### src/rtl/ffgm_pkg.sv
package ffgm_pkg;

  // Frame geometry and pixel depth.
  localparam int FRAME_WIDTH  = 1280;
  localparam int FRAME_HEIGHT = 960;
  localparam int PIXEL_BITS   = 16;

  // Field widths.
  localparam int COL_W  = 11;
  localparam int ROW_W  = 10;
  localparam int PIX_W  = 16;
  localparam int CFG_W  = 11;
  localparam int GAIN_W = 32;

  // Accumulator and average widths; the average is Q.8.
  localparam int SUM_W    = 38;
  localparam int AVG_W    = 24;
  localparam int AVG_FRAC = 8;

  // Divider widths: the dividend holds the sum shifted by the fraction bits,
  // the divisor holds the zone area (11 by 10 bits of extent).
  localparam int DVD_W  = SUM_W + AVG_FRAC;
  localparam int AREA_W = COL_W + ROW_W;
  localparam int QUO_W  = GAIN_W;
  localparam int CNT_W  = $clog2(DVD_W + 1);

  localparam logic [CNT_W-1:0] DIV_STEPS_AVG  = CNT_W'(DVD_W);
  localparam logic [CNT_W-1:0] DIV_STEPS_GAIN = CNT_W'(GAIN_W);

  localparam logic [SUM_W-1:0]  SUM_MAX  = {SUM_W{1'b1}};
  localparam logic [AVG_W-1:0]  AVG_MAX  = {AVG_W{1'b1}};
  localparam logic [GAIN_W-1:0] GAIN_ONE = GAIN_W'(65536);

  // Register reset values.
  localparam logic [COL_W-1:0] LEFT_RST   = COL_W'(FRAME_WIDTH / 10);
  localparam logic [ROW_W-1:0] TOP_RST    = ROW_W'(FRAME_HEIGHT / 10);
  localparam logic [COL_W-1:0] RIGHT_RST  = COL_W'(FRAME_WIDTH - FRAME_WIDTH / 10);
  localparam logic [ROW_W-1:0] BOTTOM_RST = ROW_W'(FRAME_HEIGHT - FRAME_HEIGHT / 10);

  typedef enum logic [1:0] {
    ACT_CLEAR = 2'd0,
    ACT_ACCUM = 2'd1,
    ACT_EMIT  = 2'd2
  } action_e;

  typedef enum logic [1:0] {
    CFG_LEFT   = 2'd0,
    CFG_TOP    = 2'd1,
    CFG_RIGHT  = 2'd2,
    CFG_BOTTOM = 2'd3
  } cfg_idx_e;

  typedef enum logic [2:0] {
    ST_IDLE,
    ST_AVG_SETUP,
    ST_AVG_RUN,
    ST_GAIN_SETUP,
    ST_GAIN_RUN
  } state_e;

  typedef struct packed {
    logic [1:0]       action;
    logic [PIX_W-1:0] pixel_value;
    logic [COL_W-1:0] column;
    logic [ROW_W-1:0] row;
  } ffgm_req_t;

  typedef struct packed {
    logic [GAIN_W-1:0] gain;
    logic              in_zone;
  } ffgm_res_t;

  typedef struct packed {
    logic              in_zone;
    logic              empty;
    logic [AREA_W-1:0] area;
    logic              written;
  } zone_info_t;

  typedef struct packed {
    logic              start;
    logic [DVD_W-1:0]  dividend;
    logic [AREA_W-1:0] divisor;
    logic [CNT_W-1:0]  steps;
  } div_req_t;

  typedef struct packed {
    logic             done;
    logic [QUO_W-1:0] quotient;
    logic             overflow;
  } div_rsp_t;

endpackage

### src/rtl/flat_field_gain_map.sv
// Flat-field gain map builder. Issue a request with start while busy is low.
// Action clear and action accumulate finish in the accepting cycle and leave
// busy low, so they may be issued on every clock. Action emit raises busy and
// answers with exactly one result, shown on res_o for a single cycle with
// result_valid_o high; the receiver must take it then, as it cannot stall.
// In-zone results come from a bit-serial restoring divider that yields one
// quotient bit per cycle. A pixel outside the zone gets unity gain from the
// gain setup state with no gain divide. A pixel inside the zone with the zone
// average already known passes the gain setup state and a divide of 32 gain
// steps. The first emit after a clear, an accumulate or a register write
// first recomputes the average with a divide of 46 divider steps; an empty
// zone skips that divide. Register writes are allowed only while busy is low.
module flat_field_gain_map (
  input  logic                       clk_i,
  input  logic                       rst_ni,
  input  logic                       start,
  output logic                       busy,
  input  ffgm_pkg::ffgm_req_t        req_i,
  output logic                       result_valid_o,
  output ffgm_pkg::ffgm_res_t        res_o,
  input  logic                       cfg_we_i,
  input  logic [1:0]                 cfg_idx_i,
  input  logic [ffgm_pkg::CFG_W-1:0] cfg_data_i
);
  import ffgm_pkg::*;

  state_e            state_q, state_d;
  zone_info_t        zone;
  div_req_t          div_req;
  div_rsp_t          div_rsp;
  logic              accept;
  logic [SUM_W:0]    sum_add;
  logic [SUM_W-1:0]  sum_q;
  logic [AVG_W-1:0]  avg_q;
  logic              ready_q;
  logic [PIX_W-1:0]  pix_q;
  logic              inside_q;
  logic              avg_load, avg_zero, emit_outside, emit_div;
  logic              valid_q;
  ffgm_res_t         res_q;
  logic [PIX_W-1:0]  pix_live;
  logic [AREA_W-1:0] pix_plus_one;

  assign accept = start && !busy;
  assign busy   = (state_q != ST_IDLE);

  // Only the low PIXEL_BITS bits of the pixel take part.
  assign pix_live = PIX_W'(req_i.pixel_value[PIXEL_BITS-1:0]);

  ffgm_zone u_zone (
    .clk_i      (clk_i),
    .rst_ni     (rst_ni),
    .cfg_we_i   (cfg_we_i),
    .cfg_idx_i  (cfg_idx_i),
    .cfg_data_i (cfg_data_i),
    .column_i   (req_i.column),
    .row_i      (req_i.row),
    .info_o     (zone)
  );

  ffgm_divider u_div (
    .clk_i  (clk_i),
    .rst_ni (rst_ni),
    .req_i  (div_req),
    .rsp_o  (div_rsp)
  );

  // Next state.
  always_comb begin
    state_d = state_q;
    unique case (state_q)
      ST_IDLE: begin
        if (accept && (req_i.action == ACT_EMIT)) state_d = ST_AVG_SETUP;
      end
      ST_AVG_SETUP: begin
        if (ready_q || zone.empty) state_d = ST_GAIN_SETUP;
        else                       state_d = ST_AVG_RUN;
      end
      ST_AVG_RUN: begin
        if (div_rsp.done) state_d = ST_GAIN_SETUP;
      end
      ST_GAIN_SETUP: begin
        if (inside_q) state_d = ST_GAIN_RUN;
        else          state_d = ST_IDLE;
      end
      ST_GAIN_RUN: begin
        if (div_rsp.done) state_d = ST_IDLE;
      end
      default: state_d = ST_IDLE;
    endcase
  end

  assign pix_plus_one = AREA_W'(pix_q) + AREA_W'(1);

  // State outputs: divider requests and result events.
  always_comb begin
    div_req.start    = 1'b0;
    div_req.dividend = {sum_q, {AVG_FRAC{1'b0}}};
    div_req.divisor  = zone.area;
    div_req.steps    = DIV_STEPS_AVG;
    avg_load         = 1'b0;
    avg_zero         = 1'b0;
    emit_outside     = 1'b0;
    emit_div         = 1'b0;
    unique case (state_q)
      ST_IDLE: ;
      ST_AVG_SETUP: begin
        if (!ready_q) begin
          if (zone.empty) avg_zero = 1'b1;
          else            div_req.start = 1'b1;
        end
      end
      ST_AVG_RUN: begin
        avg_load = div_rsp.done;
      end
      ST_GAIN_SETUP: begin
        if (inside_q) begin
          div_req.start    = 1'b1;
          div_req.dividend = {avg_q, {(DVD_W - AVG_W){1'b0}}};
          div_req.divisor  = pix_plus_one;
          div_req.steps    = DIV_STEPS_GAIN;
        end else begin
          emit_outside = 1'b1;
        end
      end
      ST_GAIN_RUN: begin
        emit_div = div_rsp.done;
      end
      default: ;
    endcase
  end

  // Saturating accumulate of an in-zone pixel.
  assign sum_add = {1'b0, sum_q} + (SUM_W + 1)'(pix_live);

  // State, result valid, accumulator, average and its valid flag.
  always_ff @(posedge clk_i or negedge rst_ni) begin
    if (!rst_ni) begin
      state_q <= ST_IDLE;
      sum_q   <= '0;
      avg_q   <= '0;
      ready_q <= 1'b0;
      valid_q <= 1'b0;
    end else begin
      state_q <= state_d;
      valid_q <= emit_outside || emit_div;
      priority if (accept && (req_i.action == ACT_CLEAR)) begin
        sum_q   <= '0;
        avg_q   <= '0;
        ready_q <= 1'b0;
      end else if (accept && (req_i.action == ACT_ACCUM)) begin
        if (zone.in_zone) begin
          sum_q <= sum_add[SUM_W] ? SUM_MAX : sum_add[SUM_W-1:0];
        end
        ready_q <= 1'b0;
      end else if (avg_load) begin
        avg_q   <= (div_rsp.overflow || (div_rsp.quotient[QUO_W-1:AVG_W] != '0)) ?
                   AVG_MAX : div_rsp.quotient[AVG_W-1:0];
        ready_q <= 1'b1;
      end else if (avg_zero) begin
        avg_q   <= '0;
        ready_q <= 1'b1;
      end else if (zone.written) begin
        ready_q <= 1'b0;
      end
    end
  end

  // Captured emit request and the result register.
  always_ff @(posedge clk_i) begin
    if (accept && (req_i.action == ACT_EMIT)) begin
      pix_q    <= pix_live;
      inside_q <= zone.in_zone;
    end
    if (emit_outside) begin
      res_q.gain    <= GAIN_ONE;
      res_q.in_zone <= 1'b0;
    end else if (emit_div) begin
      res_q.gain    <= div_rsp.quotient;
      res_q.in_zone <= 1'b1;
    end
  end

  assign result_valid_o = valid_q;
  assign res_o          = res_q;

endmodule

### src/rtl/ffgm_zone.sv
module ffgm_zone (
  input  logic                       clk_i,
  input  logic                       rst_ni,
  input  logic                       cfg_we_i,
  input  logic [1:0]                 cfg_idx_i,
  input  logic [ffgm_pkg::CFG_W-1:0] cfg_data_i,
  input  logic [ffgm_pkg::COL_W-1:0] column_i,
  input  logic [ffgm_pkg::ROW_W-1:0] row_i,
  output ffgm_pkg::zone_info_t       info_o
);
  import ffgm_pkg::*;

  logic [COL_W-1:0] left_q, right_q;
  logic [ROW_W-1:0] top_q, bottom_q;
  logic [COL_W-1:0] width_w;
  logic [ROW_W-1:0] height_w;
  logic             empty_w;

  // Zone bound registers, written through the configuration port.
  always_ff @(posedge clk_i or negedge rst_ni) begin
    if (!rst_ni) begin
      left_q   <= LEFT_RST;
      top_q    <= TOP_RST;
      right_q  <= RIGHT_RST;
      bottom_q <= BOTTOM_RST;
    end else if (cfg_we_i) begin
      unique case (cfg_idx_e'(cfg_idx_i))
        CFG_LEFT:   left_q   <= cfg_data_i;
        CFG_TOP:    top_q    <= cfg_data_i[ROW_W-1:0];
        CFG_RIGHT:  right_q  <= cfg_data_i;
        CFG_BOTTOM: bottom_q <= cfg_data_i[ROW_W-1:0];
        default:    left_q   <= left_q;
      endcase
    end
  end

  // Extent of the zone; only meaningful when the zone is not empty.
  assign empty_w  = (right_q <= left_q) || (bottom_q <= top_q);
  assign width_w  = right_q - left_q;
  assign height_w = bottom_q - top_q;

  // Membership test, area and write notice for the control logic.
  always_comb begin
    info_o.in_zone = (column_i >= left_q) && (column_i < right_q) &&
                     (row_i >= top_q) && (row_i < bottom_q);
    info_o.empty   = empty_w;
    info_o.area    = AREA_W'(width_w) * AREA_W'(height_w);
    info_o.written = cfg_we_i;
  end

endmodule

### src/rtl/ffgm_divider.sv
module ffgm_divider (
  input  logic               clk_i,
  input  logic               rst_ni,
  input  ffgm_pkg::div_req_t req_i,
  output ffgm_pkg::div_rsp_t rsp_o
);
  import ffgm_pkg::*;

  logic [DVD_W-1:0]  dvd_q, dvd_d;
  logic [AREA_W-1:0] dsr_q;
  logic [AREA_W-1:0] rem_q, rem_d;
  logic [QUO_W-1:0]  quo_q, quo_d;
  logic              ovf_q, ovf_d;
  logic [CNT_W-1:0]  cnt_q, cnt_d;
  logic              done_q, done_d;
  logic [AREA_W:0]   trial;
  logic [AREA_W+1:0] diff;
  logic              fits;

  // One restoring step: bring down the next dividend bit and try a subtract.
  assign trial = {rem_q, dvd_q[DVD_W-1]};
  assign diff  = {1'b0, trial} - {2'b00, dsr_q};
  assign fits  = !diff[AREA_W+1];

  always_comb begin
    dvd_d  = dvd_q;
    rem_d  = rem_q;
    quo_d  = quo_q;
    ovf_d  = ovf_q;
    cnt_d  = cnt_q;
    done_d = 1'b0;
    if (req_i.start) begin
      dvd_d = req_i.dividend;
      rem_d = '0;
      quo_d = '0;
      ovf_d = 1'b0;
      cnt_d = req_i.steps;
    end else if (cnt_q != '0) begin
      dvd_d  = {dvd_q[DVD_W-2:0], 1'b0};
      rem_d  = fits ? diff[AREA_W-1:0] : trial[AREA_W-1:0];
      quo_d  = {quo_q[QUO_W-2:0], fits};
      // A bit leaving the top of the quotient register marks an overflow.
      ovf_d  = ovf_q | quo_q[QUO_W-1];
      cnt_d  = cnt_q - CNT_W'(1);
      done_d = (cnt_q == CNT_W'(1));
    end
  end

  // Control state.
  always_ff @(posedge clk_i or negedge rst_ni) begin
    if (!rst_ni) begin
      cnt_q  <= '0;
      done_q <= 1'b0;
    end else begin
      cnt_q  <= cnt_d;
      done_q <= done_d;
    end
  end

  // Datapath shift registers.
  always_ff @(posedge clk_i) begin
    dvd_q <= dvd_d;
    rem_q <= rem_d;
    quo_q <= quo_d;
    ovf_q <= ovf_d;
    if (req_i.start) begin
      dsr_q <= req_i.divisor;
    end
  end

  assign rsp_o.done     = done_q;
  assign rsp_o.quotient = quo_q;
  assign rsp_o.overflow = ovf_q;

endmodule

### config.mk
export PLATFORM = sky130hd
export DESIGN_NAME = flat_field_gain_map
export DESIGN_NICKNAME = d
export VERILOG_FILES = /design/src/rtl/ffgm_pkg.sv /design/src/rtl/flat_field_gain_map.sv /design/src/rtl/ffgm_zone.sv /design/src/rtl/ffgm_divider.sv
export SDC_FILE = /design/constraint.sdc
export NUM_CORES = 1
export LEC_CHECK = 0
export BUFFER_PORTS_ARGS = -buffer_cell sky130_fd_sc_hd__buf_2
export CAP_MARGIN = 10
export CORE_MARGIN = 4
export CORE_UTILIZATION = 43
export CTS_CLUSTER_DIAMETER = 100
export DETAILED_ROUTE_END_ITERATION = 7
export PLACE_DENSITY = 0.59
export SLEW_MARGIN = 20
export SYNTH_ARGS = -nofsm -noshare
export SYNTH_HDL_FRONTEND = slang
export SYNTH_SLANG_ARGS = --single-unit
### constraint.sdc
create_clock -name clk_i -period 8 [get_ports clk_i]
set_input_delay 0.4 -clock clk_i [delete_from_list [all_inputs] [get_ports clk_i]]
set_output_delay 0.4 -clock clk_i [all_outputs]
set_load 0.03 [all_outputs]
**Word level (Yosys, flattened, before mapping)**

Index checks and enable logic that the tools add are counted.

- Register bits: 287
- Bits of input ports: 56
- Output and inout bits: 35

- Add/subtract/negate cells: 6
- $mul: 1
- Magnitude comparators: 6
- Equality and inequality tests: 14
- Multiplexer cells: 39
- Bitwise gates (word level): 1
- Reduce and logical (&&, ||, !) cells: 31

Operators with widths:

| cell | number |
|---|---|
| 2-to-1 mux 38 bit | 4 |
| 2-to-1 mux 24 bit | 5 |
| 2-to-1 mux 46 bit | 2 |
| 2-to-1 mux 74 bit | 1 |
| 2-to-1 mux 73 bit | 1 |
| adder 38 x 16 -> 39 bit | 1 |
| subtractor 22 x 21 -> 23 bit | 1 |
| multiplier 11 x 10 -> 21 bit | 1 |
| 2-to-1 mux 21 bit | 1 |
| adder 16 x 1 -> 17 bit (second input constant) | 1 |
| 2-to-1 mux 1 bit | 17 |
| case mux 3 bit (5 select lines) | 1 |
| 2-to-1 mux 3 bit | 4 |
| 2-to-1 mux 6 bit | 2 |
| AND reduction 2 bit | 6 |
| >= comparator 11 bit | 1 |
| <= comparator 11 bit | 1 |
| less-than comparator 11 bit | 1 |
| subtractor 11 bit | 1 |
| >= comparator 10 bit | 1 |
| <= comparator 10 bit | 1 |
| less-than comparator 10 bit | 1 |
| subtractor 10 bit | 1 |
| nonzero test 8 bit | 1 |
| other kinds (21) | 41 |

**Logic depth before layout (Yosys ltp)**

- Depth in word-level cells: 9
- Mapped depth: 31

**Modules after synthesis**

A second synthesis with hierarchy kept.

- Cells, all modules: 2092
- Area, all modules: 19814.0 um^2

Modules (own cells, without submodules):

| module | times used | cells each | area each (um^2) |
|---|---|---|---|
| ffgm_zone | 1 | 813 | 7339.5 |
| flat_field_gain_map | 1 | 769 | 6525.0 |
| ffgm_divider | 1 | 510 | 5949.5 |

**Least setup slack after synthesis**

Ideal clock, no wire load.

- Path type: reg2reg
- Start: reg u_zone.bottom_q[0]
- End: reg u_div.dsr_q[14] (data pin)
- Setup time: 274 ps
- Data arrival time: 6794 ps
- Setup slack: 933 ps
- Cell stages (with the launch flop): 27
- Buffers on the path: 1
- Period minus slack after synthesis: 7067 ps
- Path through: dfrtp_1 inv_1 ha_1 inv_1 fa_1 a21o_1 a21oi_2 o21ai_1 a21o_1 a21oi_1 xnor2_1 clkbuf_1 or2_2 fa_1 fa_1 inv_1 fa_1 fa_1 inv_1 fa_1 inv_1 ha_1 o41ai_1 o21ai_0 a21o_1 a2111oi_0 a211oi_1

RTL lines:

| what | line | RTL |
|---|---|---|
| from (decl) | ffgm_zone.sv:14 | `logic [ROW_W-1:0] top_q, bottom_q;` |
| from (signal assigned) | ffgm_zone.sv:31 | `CFG_BOTTOM: bottom_q <= cfg_data_i[ROW_W-1:0];` |
| to (signal assigned) | ffgm_divider.sv:67 | `dsr_q <= req_i.divisor;` |
| to (decl) | ffgm_divider.sv:10 | `logic [AREA_W-1:0] dsr_q;` |

==> out/metrics.csv <==
stage;metric;value;unit
outcome;status;complete, no violations;
logic_synthesis;synth_edf_count;76;
logic_synthesis;yosysWarnings;0;
cts;cts_tree;built;
sta;maxSlewHeadroom;34.2;%
routing;viasPerCell;5.42;
logic_synthesis;syn_area;19200;µm²
place;io_buffers;90;
finish;multiInputGateArea;11200;µm²
cts;cts.clk_slew.worst_paths;0.06;ns
finish;antennaDiodeCount;0;
critical_path;r2r_cells;28;
die;dieArea;48100;µm²
critical_path;start_kind;flop;
sta;rsz0062_at_grt;no;
sta;drv_slew;0;
routing;wl_per_cell;17.0;µm
cts;clk_latency;0.58;ns
flow_run;cap_violations;0;
logic_synthesis;yosysUniqueCellTypes;84;
routing;dr.pass1.iters;5;
logic_synthesis;ys_ff_latch;279;
logic_synthesis;synthTopCellsByArea;dfrtp_1 14%, edfxtp_1 12%, ha_1 10%;
cts;cts_made_buffers;31;
global_routing;grt_pass1_wl;79200;µm
die;start_util;43.5;%
worst_hold_path;hp-start;req_i[21];
die;core;44200;µm²
global_routing;track_usage;20.0;%
cts;clkSinkCount;279;
critical_path;crit_fanout;11;
sta;period_minus_slack;7.45;ns
die;die_h;219;µm
routing;drt_iter0_markers;1068;
global_routing;grt_pass1_vias;14900;
logic_synthesis;syn-mean-instance-area;8.91;µm²
logic_synthesis;yosysTopAreaCell;dfrtp_1;
global_routing;antenna_found_initial;0;
critical_path;r2r_start;u_zone.bottom_q[0]$_DFFE_PN0P_;
place;dp_hpwl;35800;µm
cts;cts_root_buf;clkbuf_16;
sta;fmax;134;MHz
worst_hold_path;min_path_cells;1;
global_routing;grt_start_max_net_pins;79;
logic_synthesis;synth_ff_type;dfrtp_1;
routing;post-route-drc-count;0;
critical_path;critical-path-max-stage-delay;0.55;ns
sta;tightest_slew;0.985;ns
sta;hold_violations;0;
critical_path;path_class;reg -> reg;
die;ioPinCount;91;
worst_hold_path;whs_endpoint;pix_q[0]$_DFFE_PP_;
logic_synthesis;ys_seq_area_share;36.1;%
routing;postRouteAntennaNets;0;
finish;drive_above_1_share;10.4;%
sta;finalSetupTns;0;ns
global_routing;gr-total-overflow;0;
logic_synthesis;yosys.cell_count.top_type;nand2_1;
cts;cts_buffer_depth;3;
finish;syn2layout_area_growth;10.9;%
logic_synthesis;synth_common_cells;313 x nand2_1, 202 x inv_1, 201 x nor2_1, 157 x ha_1, 141 x a21oi_1;
critical_path;r2r_slack;0.55;ns
sta;fin_crit_sh;93.2;%
finish;nFillCells;4217;
die;rows;77;
critical_path;timing.rr.end;u_div.dsr_q[20]$_DFFE_PP_;
sta;setup_viol;0;
cts;htreeDepth;1;
critical_path;cp_slowest_cell;fa_1;
finish;nets;2503;
critical_path;crit_required;8.31;ns
logic_synthesis;async_reset_ff_share;41.6;%
logic_synthesis;synth_nets;2444;
cts;post-cts-setup-buffers;0;
die;die_x;219;µm
worst_hold_path;hp-class;in -> reg;
routing;via_count;15346;
logic_synthesis;synth_cells;2157;
critical_path;endpoint_kind;flop;
finish;ff_latch_area;6940;µm²
sta;finClkSkew;0.0154;ns
critical_path;crit_arrival;7.76;ns
logic_synthesis;netlist.area_leader.share;13.9;%
place;place_congestion;0.860;
routing;route.final.wire_length;48100;µm
-- cell families (layout without fill, tap and decap cells) --
group	after synthesis	count (layout)	synth area share (%)
AND/OR/NAND/NOR	743	743	17.5
AO/OA/AOI/OAI	478	478	15.9
buffers and inverters	292	376	5.87
flip-flops	279	279	36.1
adder cells (fa/ha/maj)	231	231	17.9
XOR/XNOR	71	71	3.24
multiplexers	63	63	3.49
-- registers in the layout, indices dropped and copies added (netlist names) --
signal / count
u_div.quo_q: 32
u_div.ovf_q: 1
u_zone.top_q: 10
avg_q: 24
u_div.dvd_q: 38
sum_q: 38
u_zone.right_q: 11
state_q: 3
res_o: 33
u_zone.left_q: 11
u_zone.bottom_q: 10
pix_q: 16
u_div.dsr_q: 21
result_valid_o: 1
u_div.cnt_q: 6
ready_q: 1
inside_q: 1
u_div.rem_q: 21
u_div.done_q: 1
-- layout make-up --
| cell class | count | area share, % |
|---|---|---|
| multi-input combinational | 1586 | 52.5 |
| sequential | 279 | 32.5 |
| clock buffer | 49 | 4.48 |
| inverter | 203 | 3.57 |
| tap | 592 | 3.47 |
| timing repair buffer | 115 | 3.02 |
| clock inverter | 9 | 0.423 |
-- per-stage QoR --
| step | utilization, % | area [µm²] | setup WS, ns | cells | hold WS (ns) |
|---|---|---|---|---|---|
| 2_1_floorplan | - | 19200 | 0.933 | 2157 | 0.104 |
| 3_3_place_gp | 45.8 | 20200 | 0.709 | 2774 | 0.442 |
| 3_5_place_dp | 45.8 | 20200 | 0.515 | 2774 | 0.443 |
| 4_1_cts | 48.2 | 21300 | 0.498 | 2833 | 0.0232 |
| 5_1_grt | 48.2 | 21300 | 0.0220 | 2833 | 0.0231 |
| 6_report | 48.2 | 21300 | 0.547 | 2833 | 0.0452 |
-- critical path: cells and delay by family, from the launching register on --
family	cells	cell delay, ns
fa+ha+maj	8	3.30
compound gates	10	2.38
flops	1	0.39
simple gates	2	0.39
buf+inv	6	0.36
xor+xnor	2	0.34
-- routing by layer --
layer  up-vias  GRT usage (%)  wire length, µm
met5         -              0                0
met4         0           3.22              673
met3        43           2.33             2010
met2       313           31.1            21300
met1      7401           30.5            24100
li1       7589              -                -
-- cells in the final DEF, fill, tap and decap left out, types with 12 or more instances in the layout --
cell and n:
nand2_1 313, inv_1 202, nor2_1 200, ha_1 157, a21oi_1 141, o21ai_0 123, dfrtp_1 107, buf_2 89
dfxtp_1 87, edfxtp_1 76, fa_1 74, nor3_1 52, xnor2_1 43, clkbuf_16 33, nand3_1 32, mux2_2 32
mux2i_1 31, nand2b_1 27, xor2_1 27, a211oi_1 26, buf_4 25, o2bb2ai_1 24, a21o_1 23, o211ai_1 20
o21a_1 19, and3_1 18, nand4_1 13, nor2b_1 12, and2_1 12
-- what timing repair did --
item	4_1_cts	5_1_grt
hold buffers	1	0
setup endpoints to repair	0	2
hold endpoints to repair	46	0
gates resized for setup	0	1
-- how the worst max path moves through the flow --
stage	depth (start not counted)	slack, ns	end	start
after detailed placement	28	0.52	u_div.dsr_q[20]$_DFFE_PP_	u_zone.bottom_q[0]$_DFFE_PN0P_
after global placement	28	0.71	u_div.dsr_q[20]$_DFFE_PP_	u_zone.bottom_q[0]$_DFFE_PN0P_
after CTS	28	0.50	u_div.dsr_q[20]$_DFFE_PP_	u_zone.bottom_q[0]$_DFFE_PN0P_
after global routing	28	0.02	u_div.dsr_q[20]$_DFFE_PP_	u_zone.bottom_q[0]$_DFFE_PN0P_
after floorplan	26	0.93	u_div.dsr_q[14]$_DFFE_PP_	u_zone.bottom_q[0]$_DFFE_PN0P_
final	28	0.55	u_div.dsr_q[20]$_DFFE_PP_	u_zone.bottom_q[0]$_DFFE_PN0P_
Power is left out: the tool's default activity adds up to more than one toggle a clock period on the data nets, which glitch-free logic cannot reach.
